--- config.mk ---
export PLATFORM = sky130hd
export DESIGN_NAME = bitmap_first_fit_allocator_flat
export DESIGN_NICKNAME = d
export VERILOG_FILES = /design/src/bffa_pkg.sv /design/src/bffa_intf.sv /design/src/bffa_ctrl.sv /design/src/bffa_dp.sv /design/src/bitmap_first_fit_allocator.sv /design/src/flat_wrapper.sv
export SDC_FILE = /design/constraint.sdc
export NUM_CORES = 1
export LEC_CHECK = 0
export BUFFER_PORTS_ARGS = -buffer_cell sky130_fd_sc_hd__buf_4
export CAP_MARGIN = 20
export CORE_ASPECT_RATIO = 0.75
export CORE_MARGIN = 3
export CORE_UTILIZATION = 45
export DETAILED_ROUTE_END_ITERATION = 8
export GPL_TIMING_DRIVEN = 0
export HOLD_SLACK_MARGIN = 0.03
export PLACE_DENSITY = 0.61
export SLEW_MARGIN = 20
export SYNTH_ARGS = -nofsm -noshare
export SYNTH_HDL_FRONTEND = slang
export SYNTH_SLANG_ARGS = --single-unit
--- constraint.sdc ---
create_clock -name clk -period 13.8 [get_ports clk]
set_input_delay 2.07 -clock clk [delete_from_list [all_inputs] [get_ports clk]]
set_output_delay 2.07 -clock clk [all_outputs]
set_load 0.02 [all_outputs]
--- src/bffa_pkg.sv ---
package bffa_pkg;

    localparam int BLOCK_COUNT  = 64;
    localparam int BLOCK_BYTES  = 64;
    localparam int HEADER_BYTES = 16;

    localparam int IDX_W   = $clog2(BLOCK_COUNT);
    localparam int LEN_W   = $clog2(BLOCK_COUNT + 1);
    localparam int BB_SH   = $clog2(BLOCK_BYTES);
    localparam int POOL_BYTES = BLOCK_COUNT * BLOCK_BYTES;

    // field widths of the request and result
    localparam int ACTION_W  = 1;
    localparam int BYTES_W   = 16;
    localparam int ADDR_W    = 12;
    localparam int STATUS_W  = 2;
    localparam int OFFSET_W  = 12;
    localparam int CHANGED_W = 7;
    localparam int TOTAL_W   = BYTES_W + 2;

    typedef enum logic [ACTION_W-1:0] {
        ACT_ALLOC = 1'b0,
        ACT_FREE  = 1'b1
    } action_t;

    typedef enum logic [STATUS_W-1:0] {
        ST_OK        = 2'd0,
        ST_NO_SPACE  = 2'd1,
        ST_OUTSIDE   = 2'd2,
        ST_NOT_START = 2'd3
    } status_t;

    typedef enum logic [2:0] {
        S_IDLE,
        S_DECODE,
        S_SCAN,
        S_CHECK,
        S_RESULT
    } state_t;

    typedef struct packed {
        logic    capture;
        logic    scan_init;
        logic    scan_step;
        logic    commit_alloc;
        logic    rd_en;
        logic    commit_free;
        logic    decide;
        status_t status;
        logic    load_result;
    } dp_cmd_t;

    typedef struct packed {
        logic is_free;
        logic too_big;
        logic outside;
        logic misaligned;
        logic found;
        logic scan_last;
        logic run_ok;
        logic out_busy;
    } dp_sts_t;

endpackage

--- src/bffa_intf.sv ---
interface bffa_req_if import bffa_pkg::*; ();
    logic                valid;
    logic                ready;
    logic [ACTION_W-1:0] action;
    logic [BYTES_W-1:0]  request_bytes;
    logic [ADDR_W-1:0]   free_address;

    modport source (output valid, output action, output request_bytes, output free_address,
                    input ready);
    modport sink   (input valid, input action, input request_bytes, input free_address,
                    output ready);
endinterface

interface bffa_rsp_if import bffa_pkg::*; ();
    logic                 valid;
    logic                 ready;
    logic [STATUS_W-1:0]  status;
    logic [OFFSET_W-1:0]  payload_offset;
    logic [CHANGED_W-1:0] blocks_changed;

    modport source (output valid, output status, output payload_offset, output blocks_changed,
                    input ready);
    modport sink   (input valid, input status, input payload_offset, input blocks_changed,
                    output ready);
endinterface

--- src/bffa_ctrl.sv ---
module bffa_ctrl import bffa_pkg::*;
(
    input  logic    clk,
    input  logic    rst_n,
    input  logic    in_valid,
    output logic    in_ready,
    input  dp_sts_t sts,
    output dp_cmd_t cmd
);

    state_t state_reg;
    state_t state_next;

    always_ff @(posedge clk or negedge rst_n)
    begin
        if (!rst_n)
        begin
            state_reg <= S_IDLE;
        end
        else
        begin
            state_reg <= state_next;
        end
    end

    always_comb
    begin
        state_next = state_reg;
        cmd        = '0;
        cmd.status = ST_OK;
        in_ready   = 1'b0;
        unique case (state_reg)
            S_IDLE:
            begin
                in_ready = 1'b1;
                if (in_valid)
                begin
                    cmd.capture = 1'b1;
                    state_next  = S_DECODE;
                end
            end
            S_DECODE:
            begin
                if (!sts.is_free)
                begin
                    if (sts.too_big)
                    begin
                        cmd.decide = 1'b1;
                        cmd.status = ST_NO_SPACE;
                        state_next = S_RESULT;
                    end
                    else
                    begin
                        cmd.scan_init = 1'b1;
                        state_next    = S_SCAN;
                    end
                end
                else if (sts.outside)
                begin
                    cmd.decide = 1'b1;
                    cmd.status = ST_OUTSIDE;
                    state_next = S_RESULT;
                end
                else if (sts.misaligned)
                begin
                    cmd.decide = 1'b1;
                    cmd.status = ST_NOT_START;
                    state_next = S_RESULT;
                end
                else
                begin
                    cmd.rd_en  = 1'b1;
                    state_next = S_CHECK;
                end
            end
            S_SCAN:
            begin
                cmd.scan_step = 1'b1;
                if (sts.found)
                begin
                    cmd.commit_alloc = 1'b1;
                    cmd.decide       = 1'b1;
                    cmd.status       = ST_OK;
                    state_next       = S_RESULT;
                end
                else if (sts.scan_last)
                begin
                    cmd.decide = 1'b1;
                    cmd.status = ST_NO_SPACE;
                    state_next = S_RESULT;
                end
            end
            S_CHECK:
            begin
                cmd.decide = 1'b1;
                if (sts.run_ok)
                begin
                    cmd.commit_free = 1'b1;
                    cmd.status      = ST_OK;
                end
                else
                begin
                    cmd.status = ST_NOT_START;
                end
                state_next = S_RESULT;
            end
            S_RESULT:
            begin
                if (!sts.out_busy)
                begin
                    cmd.load_result = 1'b1;
                    state_next      = S_IDLE;
                end
            end
            default:
            begin
                state_next = S_IDLE;
            end
        endcase
    end

endmodule

--- src/bffa_dp.sv ---
module bffa_dp import bffa_pkg::*;
(
    input  logic                 clk,
    input  logic                 rst_n,
    input  logic [ACTION_W-1:0]  action,
    input  logic [BYTES_W-1:0]   request_bytes,
    input  logic [ADDR_W-1:0]    free_address,
    input  dp_cmd_t              cmd,
    output dp_sts_t              sts,
    output logic                 out_valid,
    input  logic                 out_ready,
    output logic [STATUS_W-1:0]  status,
    output logic [OFFSET_W-1:0]  payload_offset,
    output logic [CHANGED_W-1:0] blocks_changed
);

    // captured request
    logic                 is_free_reg;
    logic                 too_big_reg;
    logic [LEN_W-1:0]     want_reg;
    logic [ADDR_W-1:0]    addr_reg;

    // block state
    logic [BLOCK_COUNT-1:0] used_reg;
    logic [BLOCK_COUNT-1:0] rl_valid_reg;
    logic [LEN_W-1:0]       rl_mem [BLOCK_COUNT];
    logic [LEN_W-1:0]       rl_q_reg;

    // scan
    logic [IDX_W-1:0] b_reg;
    logic [LEN_W-1:0] run_reg;
    logic [LEN_W-1:0] run_next;
    logic [IDX_W:0]   start_w;
    logic [IDX_W-1:0] start;

    // result
    status_t              pend_status_reg;
    logic [OFFSET_W-1:0]  pend_offset_reg;
    logic [CHANGED_W-1:0] pend_changed_reg;
    logic                 out_valid_reg;
    status_t              out_status_reg;
    logic [OFFSET_W-1:0]  out_offset_reg;
    logic [CHANGED_W-1:0] out_changed_reg;

    logic [TOTAL_W-1:0]   total;
    logic [TOTAL_W-1:0]   want_w;
    logic [ADDR_W-1:0]    rel;
    logic [ADDR_W-1:0]    idx_w;
    logic [IDX_W-1:0]     idx;
    logic [IDX_W-1:0]     mask_lo;
    logic [LEN_W-1:0]     mask_len;
    logic [IDX_W+1:0]     mask_hi;
    logic [BLOCK_COUNT-1:0] range_mask;
    logic [OFFSET_W-1:0]  alloc_offset;

    // blocks needed: header added, rounded up, at least one
    always_comb
    begin
        total  = TOTAL_W'(request_bytes) + TOTAL_W'(HEADER_BYTES);
        want_w = (total + TOTAL_W'(BLOCK_BYTES - 1)) >> BB_SH;
        if (want_w == '0)
        begin
            want_w = TOTAL_W'(1);
        end
    end

    assign rel   = addr_reg - ADDR_W'(HEADER_BYTES);
    assign idx_w = rel >> BB_SH;
    assign idx   = idx_w[IDX_W-1:0];

    assign run_next = used_reg[b_reg] ? '0 : run_reg + LEN_W'(1);
    assign start_w  = (IDX_W+1)'(b_reg) + (IDX_W+1)'(1) - (IDX_W+1)'(want_reg);
    assign start    = start_w[IDX_W-1:0];

    // run covered by this commit, alloc or free
    assign mask_lo  = cmd.commit_alloc ? start : idx;
    assign mask_len = cmd.commit_alloc ? want_reg : rl_q_reg;
    assign mask_hi  = (IDX_W+2)'(mask_lo) + (IDX_W+2)'(mask_len);

    always_comb
    begin
        for (int i = 0; i < BLOCK_COUNT; i++)
        begin
            range_mask[i] = ((IDX_W+2)'(i) >= (IDX_W+2)'(mask_lo)) &&
                            ((IDX_W+2)'(i) < mask_hi);
        end
    end

    assign alloc_offset = OFFSET_W'(32'(start) * BLOCK_BYTES + HEADER_BYTES);

    always_comb
    begin
        sts            = '0;
        sts.is_free    = is_free_reg;
        sts.too_big    = too_big_reg;
        sts.outside    = (addr_reg < ADDR_W'(HEADER_BYTES)) ||
                         (32'(addr_reg) >= POOL_BYTES);
        sts.misaligned = (rel[BB_SH-1:0] != '0) || (32'(idx_w) >= BLOCK_COUNT);
        sts.found      = (run_next == want_reg);
        sts.scan_last  = (b_reg == IDX_W'(BLOCK_COUNT - 1));
        sts.run_ok     = used_reg[idx] && rl_valid_reg[idx] && (rl_q_reg != '0);
        sts.out_busy   = out_valid_reg && !out_ready;
    end

    always_ff @(posedge clk)
    begin
        if (cmd.capture)
        begin
            is_free_reg <= (action == ACT_FREE);
            too_big_reg <= (32'(want_w) > BLOCK_COUNT);
            want_reg    <= LEN_W'(want_w);
            addr_reg    <= free_address;
        end
        if (cmd.scan_init)
        begin
            b_reg   <= '0;
            run_reg <= '0;
        end
        else if (cmd.scan_step)
        begin
            b_reg   <= b_reg + IDX_W'(1);
            run_reg <= run_next;
        end
    end

    // run length store
    always_ff @(posedge clk)
    begin
        if (cmd.commit_alloc)
        begin
            rl_mem[start] <= want_reg;
        end
        if (cmd.rd_en)
        begin
            rl_q_reg <= rl_mem[idx];
        end
    end

    always_ff @(posedge clk or negedge rst_n)
    begin
        if (!rst_n)
        begin
            used_reg     <= '0;
            rl_valid_reg <= '0;
        end
        else if (cmd.commit_alloc)
        begin
            used_reg            <= used_reg | range_mask;
            rl_valid_reg[start] <= 1'b1;
        end
        else if (cmd.commit_free)
        begin
            used_reg          <= used_reg & ~range_mask;
            rl_valid_reg[idx] <= 1'b0;
        end
    end

    always_ff @(posedge clk)
    begin
        if (cmd.decide)
        begin
            pend_status_reg  <= cmd.status;
            pend_offset_reg  <= '0;
            pend_changed_reg <= '0;
            if (cmd.status == ST_OK)
            begin
                if (is_free_reg)
                begin
                    pend_changed_reg <= CHANGED_W'(rl_q_reg);
                end
                else
                begin
                    pend_offset_reg  <= alloc_offset;
                    pend_changed_reg <= CHANGED_W'(want_reg);
                end
            end
        end
        if (cmd.load_result)
        begin
            out_status_reg  <= pend_status_reg;
            out_offset_reg  <= pend_offset_reg;
            out_changed_reg <= pend_changed_reg;
        end
    end

    always_ff @(posedge clk or negedge rst_n)
    begin
        if (!rst_n)
        begin
            out_valid_reg <= 1'b0;
        end
        else if (cmd.load_result)
        begin
            out_valid_reg <= 1'b1;
        end
        else if (out_ready)
        begin
            out_valid_reg <= 1'b0;
        end
    end

    assign out_valid      = out_valid_reg;
    assign status         = out_status_reg;
    assign payload_offset = out_offset_reg;
    assign blocks_changed = out_changed_reg;

endmodule

--- src/bitmap_first_fit_allocator.sv ---
// Bitmap first-fit allocator over a pool of BLOCK_COUNT blocks of BLOCK_BYTES bytes. One request
// is handled at a time. An allocate scans the used map one block per cycle from block 0 and stops
// at the first free run long enough; a run too long for the pool is refused without a scan. A
// free does a registered read of the run-length memory before its check, and is refused without
// the read when the offset lies outside the pool or off a block boundary. The next request is
// taken in the cycle after the result is loaded. Marking or releasing a run is done in a single
// write of the used map. A finished result sits in an output register, and the next request is
// taken while it waits; a result that is ready while the previous one still waits holds the block
// until the output is taken. No clearing pass is needed after reset.
module bitmap_first_fit_allocator import bffa_pkg::*;
(
    input  logic       clk,
    input  logic       rst_n,
    bffa_req_if.sink   req,
    bffa_rsp_if.source rsp
);

    dp_cmd_t cmd;
    dp_sts_t sts;
    logic    ready;

    bffa_ctrl u_ctrl (
        .clk      (clk),
        .rst_n    (rst_n),
        .in_valid (req.valid),
        .in_ready (ready),
        .sts      (sts),
        .cmd      (cmd)
    );

    bffa_dp u_dp (
        .clk            (clk),
        .rst_n          (rst_n),
        .action         (req.action),
        .request_bytes  (req.request_bytes),
        .free_address   (req.free_address),
        .cmd            (cmd),
        .sts            (sts),
        .out_valid      (rsp.valid),
        .out_ready      (rsp.ready),
        .status         (rsp.status),
        .payload_offset (rsp.payload_offset),
        .blocks_changed (rsp.blocks_changed)
    );

    assign req.ready = ready;

endmodule

--- src/flat_wrapper.sv ---
// flat-port wrapper written by rule: the top's interface ports become plain ports
module bitmap_first_fit_allocator_flat import bffa_pkg::*;
  (clk, rst_n, req_valid, req_action, req_request_bytes, req_free_address, req_ready, rsp_valid, rsp_status, rsp_payload_offset, rsp_blocks_changed, rsp_ready);
  bffa_req_if req_i ();
  bffa_rsp_if rsp_i ();
  input  logic clk;
  input  logic rst_n;
  input wire logic [$bits(req_i.valid)-1:0] req_valid;
  input wire logic [$bits(req_i.action)-1:0] req_action;
  input wire logic [$bits(req_i.request_bytes)-1:0] req_request_bytes;
  input wire logic [$bits(req_i.free_address)-1:0] req_free_address;
  output wire logic [$bits(req_i.ready)-1:0] req_ready;
  output wire logic [$bits(rsp_i.valid)-1:0] rsp_valid;
  output wire logic [$bits(rsp_i.status)-1:0] rsp_status;
  output wire logic [$bits(rsp_i.payload_offset)-1:0] rsp_payload_offset;
  output wire logic [$bits(rsp_i.blocks_changed)-1:0] rsp_blocks_changed;
  input wire logic [$bits(rsp_i.ready)-1:0] rsp_ready;
  assign req_i.valid = req_valid;
  assign req_i.action = req_action;
  assign req_i.request_bytes = req_request_bytes;
  assign req_i.free_address = req_free_address;
  assign req_ready = req_i.ready;
  assign rsp_valid = rsp_i.valid;
  assign rsp_status = rsp_i.status;
  assign rsp_payload_offset = rsp_i.payload_offset;
  assign rsp_blocks_changed = rsp_i.blocks_changed;
  assign rsp_i.ready = rsp_ready;
  bitmap_first_fit_allocator u_core (.clk(clk), .rst_n(rst_n), .req(req_i), .rsp(rsp_i));
endmodule
==> results.toml, run 1 <==
[power_and_ir_drop]
power.leakage_nw = 11.4
power.net_switching_mw = 2.03
p_sw_share_pct = 34.5
power.density_cell_area_mw_per_mm2 = 180
clockPowerShare_pct = 33.8
peakVddDrop_v = 0.000101
seq_power_share_pct = 39.6
cellInternalPower_mw = 3.86
power.share.combinational_pct = 26.6

[synth]
synth_area_leaders = "sky130_fd_sc_hd__edfxtp_1, sky130_fd_sc_hd__dfrtp_1, sky130_fd_sc_hd__nor2_1, sky130_fd_sc_hd__a22oi_1, sky130_fd_sc_hd__a21oi_1"
synth-seq-area-share_pct = 66.3
yosysTopAreaCellShare_pct = 53.7
synthDistinctLibCells = 87
async_reset_ff_share_pct = 20.2
syn-mean-instance-area_um2 = 13.3
syn-instance-count = 2142
yosysTopAreaCell = "sky130_fd_sc_hd__edfxtp_1"
mappedNetlistArea_mm2 = 0.0284
synth.yosys.warnings = 0
synth_seq_cells = 653
synth_ff_type = "sky130_fd_sc_hd__edfxtp_1"
synth_edf_count = 508

[sta]
fin_ws_ns = 4.48
fmaxAchievable_mhz = 107
grt_setup_unrepaired = "false"
relSlewSlack_pct = 18.0
final-max-slew-violation-count = 0
timing.setup.tns_ns = 0
worst-slew-pin-transition_ns = 1.23
final_critical_delay_including_setup_and_external_delays_ns = 9.32
finalSetupViolations = 0
timing_hold_violations_final = 0
final_cycle_share_pct = 67.5
fin_skew_ns = 0.0261

[cts]
cts_hold_buffers = 0
insertion_delay_ns = 0.63
number_of_h_tree_levels = 3
cts_root_buffer = "sky130_fd_sc_hd__clkbuf_16"
cts_inserted_buffers = 67
clock_transition_at_the_register_clock_pins_on_the_worst_setup_and_hold_paths_after_cts_ns = 0.07
clock_tree.buffer_depth = 3
clkSinkCount = 653
postCtsResizedCells = 0
clock_tree_from_tritoncts = "built"
post-cts-setup-buffer-count = 0

[placed_design]
gp_congestion = 0.985
post-dp-hpwl_mm = 74.5
dpl_worst_slack_ns = 4.44
port-buffer-count = 48

[worst_setup_path]
cp_slowest_cell = "sky130_fd_sc_hd__mux2i_1"
crit_path_cell_count = 22
timing.reg2reg.setup_slack_ns = 4.48
peak_per_stage_delay_on_the_critical_path_ns = 0.72
critPathCaptureType = "register"
critical_path.cell_chain = "buf_4, mux4_2, mux2i_1, a22oi_1, a22oi_2, buf_4, mux2i_1, nor4_1, clkbuf_2, clkbuf_1, nor3_1, a21oi_1, clkbuf_1, clkbuf_1, ha_1, clkbuf_1, inv_1, xnor2_2, nand4_1, buf_2, o211ai_1, mux2_2"
critical_path.n_buffers_inverters = 9
worst_r2r_startpoint = "u_core.u_dp.b_reg[0]"
worst_ep_arrival_time_ns = 9.82
r2r.worst_path.cells = 22
setup.worst_path.start = "u_core.u_dp.b_reg[0]"
path_common_cell = "sky130_fd_sc_hd__clkbuf_1"
crit_type = "reg2reg"
critical_path_required_ns = 14.30
timing.critical_path.max_delay_family = "buffers and inverters"
critical_path.max_fanout = 10
kind_of_start_point_of_the_critical_path = "register"

[hold_path]
hold_path.class = "reg2reg"

[status]
status = "finished, final reports clean"

[final_layout]
final_nets = 2345
most_used_cells_in_the_layout_excluding_fill_and_tap_cells = "sky130_fd_sc_hd__edfxtp_1, sky130_fd_sc_hd__nor2_1, sky130_fd_sc_hd__nand2_1, sky130_fd_sc_hd__dfrtp_1, sky130_fd_sc_hd__a21oi_1"
layout.cells.most_common = "sky130_fd_sc_hd__edfxtp_1"
flip_flop_count_of_the_largest_register_all_copies_and_words_added = 448
area_growth_pct = 15.3
fraction_of_final_layout_cells_with_drive_strength_greater_than_1_pct = 13.3

[drt]
drt_drc_violations_left = 0
route.final.wire_length_mm = 106
detail_route.wl_per_cell_um = 33.4
antenna_violating_nets_post_route = 0
drtPass1Iterations = 6
via_count = 21300
dr.first_iter.drc_count = 3593
avgViaCountPerCell = 6.72

[global_route]
grtUsageTotal_pct = 31.9
total_grt_overflow = 0
grt_pass1_wl_mm = 149
via_count_of_the_first_global_routing_pass = 19900
grt_max_degree = 68
number_of_antenna_violations_at_the_first_check_in_global_routing = 3

[run]
max_cap_violations = 0

[floorplanning]
die_h_um = 223
initial_core_util_pct = 45.7
die_x_um = 296
floorplan.rows = 79
top_level_ports = 56
die_footprint_mm2 = 0.0662
design.core.area_mm2 = 0.0622
## per-stage QoR
stage	std cells	power [mW]	instance area, µm²	utilization [%]	hold slack [ns]
after global routing	3158	6.05	32700	52.6	0.424
after global placement	3004	3.80	29800	47.9	0.408
after floorplan	2146	3.15	28400	-	0.400
after CTS	3154	5.82	32700	52.5	0.419
after detailed placement	3030	3.86	30300	48.7	0.405
final	3161	5.89	32700	52.7	0.417
## power by group through the flow
stage | sequential (mW) | clock, mW | combinational, mW
floorplan | 2.40 | 0 | 0.750
CTS | 2.33 | 2.00 | 1.49
global placement | 2.46 | 0 | 1.34
finish | 2.33 | 1.99 | 1.57
detailed placement | 2.37 | 0 | 1.48
global route | 2.34 | 2.09 | 1.62
## routing by layer
| layer | part of all wire, % | routed length [µm] | vias to the layer above | GRT usage [%] |
|---|---|---|---|---|
| li1 | - | - | 8764 | - |
| met1 | 42 | 44800 | 10700 | 48.9 |
| met2 | 40 | 42000 | 1564 | 42.5 |
| met3 | 15 | 16100 | 194 | 11.7 |
| met4 | 2.5 | 2670 | 2 | 7.87 |
| met5 | 0.016 | 17 | - | 0 |
## cell type report
class                           instances  area, µm²
Inverter                               29        109
Clock inverter                         42        604
Clock buffer                           82       1810
Multi-Input combinational cell       1337       8990
Antenna cell                            3       7.51
Tap cell                              810       1010
Timing Repair Buffer                   78        833
Fill cell                            5217      29400
Buffer                                127        556
Sequential cell                       653      18800
## worst min-delay path by stage
stage	depth (start not counted)	endpoint	start	slack (ns)
floorplan	0	u_core.u_dp.blocks_changed[0]	u_core.u_dp.pend_changed_reg[0]	0.40
finish	0	u_core.u_dp.payload_offset[7]	u_core.u_dp.pend_offset_reg[7]	0.42
CTS	0	u_core.u_dp.payload_offset[7]	u_core.u_dp.pend_offset_reg[7]	0.42
global placement	0	u_core.u_dp.payload_offset[7]	u_core.u_dp.pend_offset_reg[7]	0.41
global route	0	u_core.u_dp.payload_offset[7]	u_core.u_dp.pend_offset_reg[7]	0.42
detailed placement	0	u_core.u_dp.payload_offset[7]	u_core.u_dp.pend_offset_reg[7]	0.40
## synth_stat cells, types with 8 or more instances
| library cell | n |
|---|---|
| sky130_fd_sc_hd__xor2_1 | 18 |
| sky130_fd_sc_hd__mux4_2 | 24 |
| sky130_fd_sc_hd__buf_2 | 11 |
| sky130_fd_sc_hd__o21ai_0 | 65 |
| sky130_fd_sc_hd__nor2_1 | 214 |
| sky130_fd_sc_hd__dfxtp_1 | 13 |
| sky130_fd_sc_hd__nor2b_1 | 14 |
| sky130_fd_sc_hd__a211oi_1 | 8 |
| sky130_fd_sc_hd__and3_1 | 8 |
| sky130_fd_sc_hd__a21oi_1 | 109 |
| sky130_fd_sc_hd__buf_4 | 9 |
| sky130_fd_sc_hd__a22o_1 | 39 |
| sky130_fd_sc_hd__o21ai_1 | 8 |
| sky130_fd_sc_hd__mux2i_1 | 23 |
| sky130_fd_sc_hd__a2111oi_0 | 9 |
| sky130_fd_sc_hd__a222oi_1 | 39 |
| sky130_fd_sc_hd__clkbuf_1 | 87 |
| sky130_fd_sc_hd__ha_1 | 18 |
| sky130_fd_sc_hd__dfrtp_1 | 132 |
| sky130_fd_sc_hd__o21a_1 | 10 |
| sky130_fd_sc_hd__buf_1 | 17 |
| sky130_fd_sc_hd__nand2_1 | 141 |
| sky130_fd_sc_hd__edfxtp_1 | 508 |
| sky130_fd_sc_hd__a22oi_1 | 96 |
| sky130_fd_sc_hd__a221oi_1 | 48 |
| sky130_fd_sc_hd__or3_1 | 10 |
| sky130_fd_sc_hd__a2bb2oi_1 | 13 |
| sky130_fd_sc_hd__mux2_2 | 42 |
| sky130_fd_sc_hd__nand3_1 | 49 |
| sky130_fd_sc_hd__and2_1 | 13 |
| sky130_fd_sc_hd__nand2b_1 | 15 |
| sky130_fd_sc_hd__nor3_1 | 36 |
| sky130_fd_sc_hd__inv_1 | 29 |
| sky130_fd_sc_hd__a31oi_1 | 48 |
| sky130_fd_sc_hd__o211ai_1 | 12 |
| sky130_fd_sc_hd__o31ai_1 | 12 |
| sky130_fd_sc_hd__xnor2_1 | 31 |
| sky130_fd_sc_hd__nand4_1 | 23 |
| sky130_fd_sc_hd__o22ai_1 | 32 |
## cell families after synthesis
logic type,Yosys count,share of synthesized area [%]
other cells,1,0.0132
fa+ha+maj,20,0.899
compound gates,604,15.2
buf+inv,156,2.31
flops,653,66.3
mux,91,4.46
xor+xnor,50,1.60
simple gates,567,9.23
## worst register-to-register path, delay by kind of cell, from the launching register on
kind / cells / cell delay [ns]
buffers and inverters: 9 / 3.18
muxes: 4 / 1.85
AOI/OAI and AO/OA: 4 / 1.59
and+or+nand+nor: 3 / 0.97
DFF: 1 / 0.70
xor gates and xnor gates: 1 / 0.66
adders and majority gates: 1 / 0.26
Power figures use the tool's default switching activity.
==> inputs of run 2 (changes only) <==
--- a/config.mk
+++ b/config.mk
@@ -13,7 +13,7 @@
 export DETAILED_ROUTE_END_ITERATION = 8
 export GPL_TIMING_DRIVEN = 0
 export HOLD_SLACK_MARGIN = 0.03
-export PLACE_DENSITY = 0.61
+export PLACE_DENSITY = 0.64
 export SLEW_MARGIN = 20
 export SYNTH_ARGS = -nofsm -noshare
 export SYNTH_HDL_FRONTEND = slang
==> constraint.sdc (replaced) <==
create_clock -name clk -period 8.47 [get_ports clk]
set_input_delay 1.2705 -clock clk [delete_from_list [all_inputs] [get_ports clk]]
set_output_delay 1.2705 -clock clk [all_outputs]
set_load 0.02 [all_outputs]
==> run 2 against run 1 <==
  * The run now ends with negative setup slack left
  * Clock power is 52% higher
  * Hold slack better by 0.0029 ns
  * Flip-flop and latch count stayed put
  * Total power is 59% higher
  * First-iteration DRC count is 6.1% higher
  * Count of clock-buffer cells in the layout is 9 higher
  * Critical path depth is 1 lower
  * Combinational power is 63% higher
  * Via count is 1.2% higher
  * Die area stayed put
  * Wire length is 1.0% lower
  * Core utilization is 0.28 points lower
==> results.toml, run 2 (same netlist as run 1, synthesis figures left out) <==
[floorplanning]
top_level_ports = 56
die_h_um = 223
die_x_um = 296
die_footprint_mm2 = 0.0662
initial_core_util_pct = 45.7
floorplan.rows = 79
design.core.area_mm2 = 0.0622

[final_layout]
n_antenna_cell = 0
most_used_cells_in_the_layout_excluding_fill_and_tap_cells = "sky130_fd_sc_hd__edfxtp_1, sky130_fd_sc_hd__nor2_1, sky130_fd_sc_hd__nand2_1, sky130_fd_sc_hd__dfrtp_1, sky130_fd_sc_hd__a21oi_1"
fillerInstances = 5196
ff_latch_area_mm2 = 0.0188
fraction_of_final_layout_cells_with_drive_strength_greater_than_1_pct = 13.4
layout.cells.most_common = "sky130_fd_sc_hd__edfxtp_1"
flip_flop_count_of_the_largest_register_all_copies_and_words_added = 448
final_nets = 2344
multiInputGateArea_mm2 = 0.00904
area_growth_pct = 14.7

[cts]
insertion_delay_ns = 0.62
clock_tree.buffer_depth = 3
post-cts-setup-buffer-count = 0
clock_transition_at_the_register_clock_pins_on_the_worst_setup_and_hold_paths_after_cts_ns = 0.06
clkSinkCount = 653
cts_inserted_buffers = 67
number_of_h_tree_levels = 3
clock_tree_from_tritoncts = "built"
cts_root_buffer = "sky130_fd_sc_hd__clkbuf_16"

[drt]
drt_drc_violations_left = 0
drtPass1Iterations = 7
antenna_violating_nets_post_route = 0
dr.first_iter.drc_count = 3813
route.final.wire_length_mm = 105
detail_route.wl_per_cell_um = 33.1
avgViaCountPerCell = 6.81
via_count = 21500

[placed_design]
dpl_worst_slack_ns = -0.720
port-buffer-count = 48
gp_congestion = 1.03
post-dp-hpwl_mm = 73.6

[sta]
relSlewSlack_pct = 8.90
final-max-slew-violation-count = 0
holdWs_ns = 0.420
timing_hold_violations_final = 0
timing.setup.tns_ns = -0.0279
final_cycle_share_pct = 100
fmaxAchievable_mhz = 118
grt_setup_unrepaired = "false"
worst-slew-pin-transition_ns = 1.36
fin_skew_ns = 0.0223
finalSetupViolations = 1
fin_ws_ns = -0.0279
final_critical_delay_including_setup_and_external_delays_ns = 8.50

[worst_setup_path]
worst_ep_arrival_time_ns = 8.99
critical_path_required_ns = 8.96
crit_type = "reg2reg"
critical_path.max_fanout = 10
kind_of_start_point_of_the_critical_path = "register"
critPathCaptureType = "register"
timing.reg2reg.setup_slack_ns = -0.03

[hold_path]
hold_path.class = "reg2reg"

[power_and_ir_drop]
power.density_cell_area_mw_per_mm2 = 288
power.leakage_nw = 11.3
peakVddDrop_v = 0.000137

[run]
max_cap_violations = 0

[global_route]
number_of_antenna_violations_at_the_first_check_in_global_routing = 2
grtUsageTotal_pct = 31.4
grt_max_degree = 69
total_grt_overflow = 0
via_count_of_the_first_global_routing_pass = 20100
grt_pass1_wl_mm = 147

[status]
status = "finished with violations"
violations = "negative setup slack"
-- run 2: cell count changes in the layout (fill, tap and decap cells not counted), moves of 4 or more --
cell                         previous run  this run
sky130_fd_sc_hd__nor2_2                 1         7
sky130_fd_sc_hd__nor2_1               214       208
sky130_fd_sc_hd__bufinv_16             12         6
sky130_fd_sc_hd__clkinvlp_4             6         2
sky130_fd_sc_hd__clkbuf_2               6        13
-- run 2: where the power goes --
group          switching (mW)  total (mW)  internal (mW)
Clock                    1.28        3.02           1.74
Sequential             0.0846        3.80           3.71
Combinational            1.89        2.56          0.665
-- run 2: final cells by class --
cell class              instances  area share [%]
multi-input cells            1337            27.8
repair buffers                 77            2.46
well taps                     810            3.11
clock inverters                33            1.10
inverters                      29           0.334
plain buffers                 127            1.73
flip-flops and latches        653            57.8
clock buffers                  91            5.72
-- run 2: per-layer routing --
metal | GRT usage, % | part of all wire [%] | wire length, µm | up-vias
met5 | 0 | 0.013 | 14 | -
met4 | 8.49 | 2.8 | 2980 | 2
met3 | 13.6 | 16 | 16900 | 205
met2 | 41.7 | 39 | 41200 | 1682
met1 | 46.7 | 42 | 43500 | 10900
li1 | - | - | - | 8754
-- run 2: timing repair --
item | in CTS | in global routing
gates resized for setup | 5 | 11
endpoints found under the setup margin | 46 | 58
hold buffers | 0 | 0
-- run 2: per-stage QoR --
step | total power, mW | area [µm²] | util, % | instances
finish | 9.38 | 32600 | 52.4 | 3157
CTS | 9.24 | 32500 | 52.2 | 3154
floorplan | 5.14 | 28400 | - | 2146
detailed placement | 6.26 | 30200 | 48.6 | 3030
global placement | 6.17 | 29800 | 47.9 | 3004
global route | 9.60 | 32600 | 52.4 | 3157
-- run 2: path summary, 6_finish.rpt --
path / end / start / cells past startpoint
max in group asynchronous: u_core.u_dp.rl_valid_reg[22] / rst_n / 2
min in group asynchronous: u_core.u_dp.out_valid / rst_n / 1
worst max-delay path: register / u_core.u_dp.b_reg[0] / 21
worst min-delay path: u_core.u_dp.payload_offset[6] / u_core.u_dp.pend_offset_reg[6] / 0
worst max register to register: register / u_core.u_dp.b_reg[0] / 21
worst min register to register: u_core.u_dp.payload_offset[6] / u_core.u_dp.pend_offset_reg[6] / 0
-- run 2: worst max-delay path: stages, from the launching register on --
cell and delay, ns:
sky130_fd_sc_hd__dfxtp_1 0.61, sky130_fd_sc_hd__buf_4 0.35, sky130_fd_sc_hd__mux4_2 0.55, sky130_fd_sc_hd__mux2i_2 0.49
sky130_fd_sc_hd__a22oi_1 0.23, sky130_fd_sc_hd__a22oi_2 0.25, sky130_fd_sc_hd__buf_4 0.22, sky130_fd_sc_hd__mux2i_1 0.59
sky130_fd_sc_hd__nor4_4 0.15, sky130_fd_sc_hd__clkbuf_1 0.24, sky130_fd_sc_hd__o21ai_0 0.94, sky130_fd_sc_hd__inv_1 0.30
sky130_fd_sc_hd__clkbuf_1 0.41, sky130_fd_sc_hd__ha_1 0.49, sky130_fd_sc_hd__nand2b_1 0.15, sky130_fd_sc_hd__a2111oi_2 0.43
sky130_fd_sc_hd__a211o_1 0.38, sky130_fd_sc_hd__nand3_2 0.31, sky130_fd_sc_hd__nor2_2 0.48, sky130_fd_sc_hd__buf_4 0.26
sky130_fd_sc_hd__a21boi_0 0.16, sky130_fd_sc_hd__mux2_2 0.36
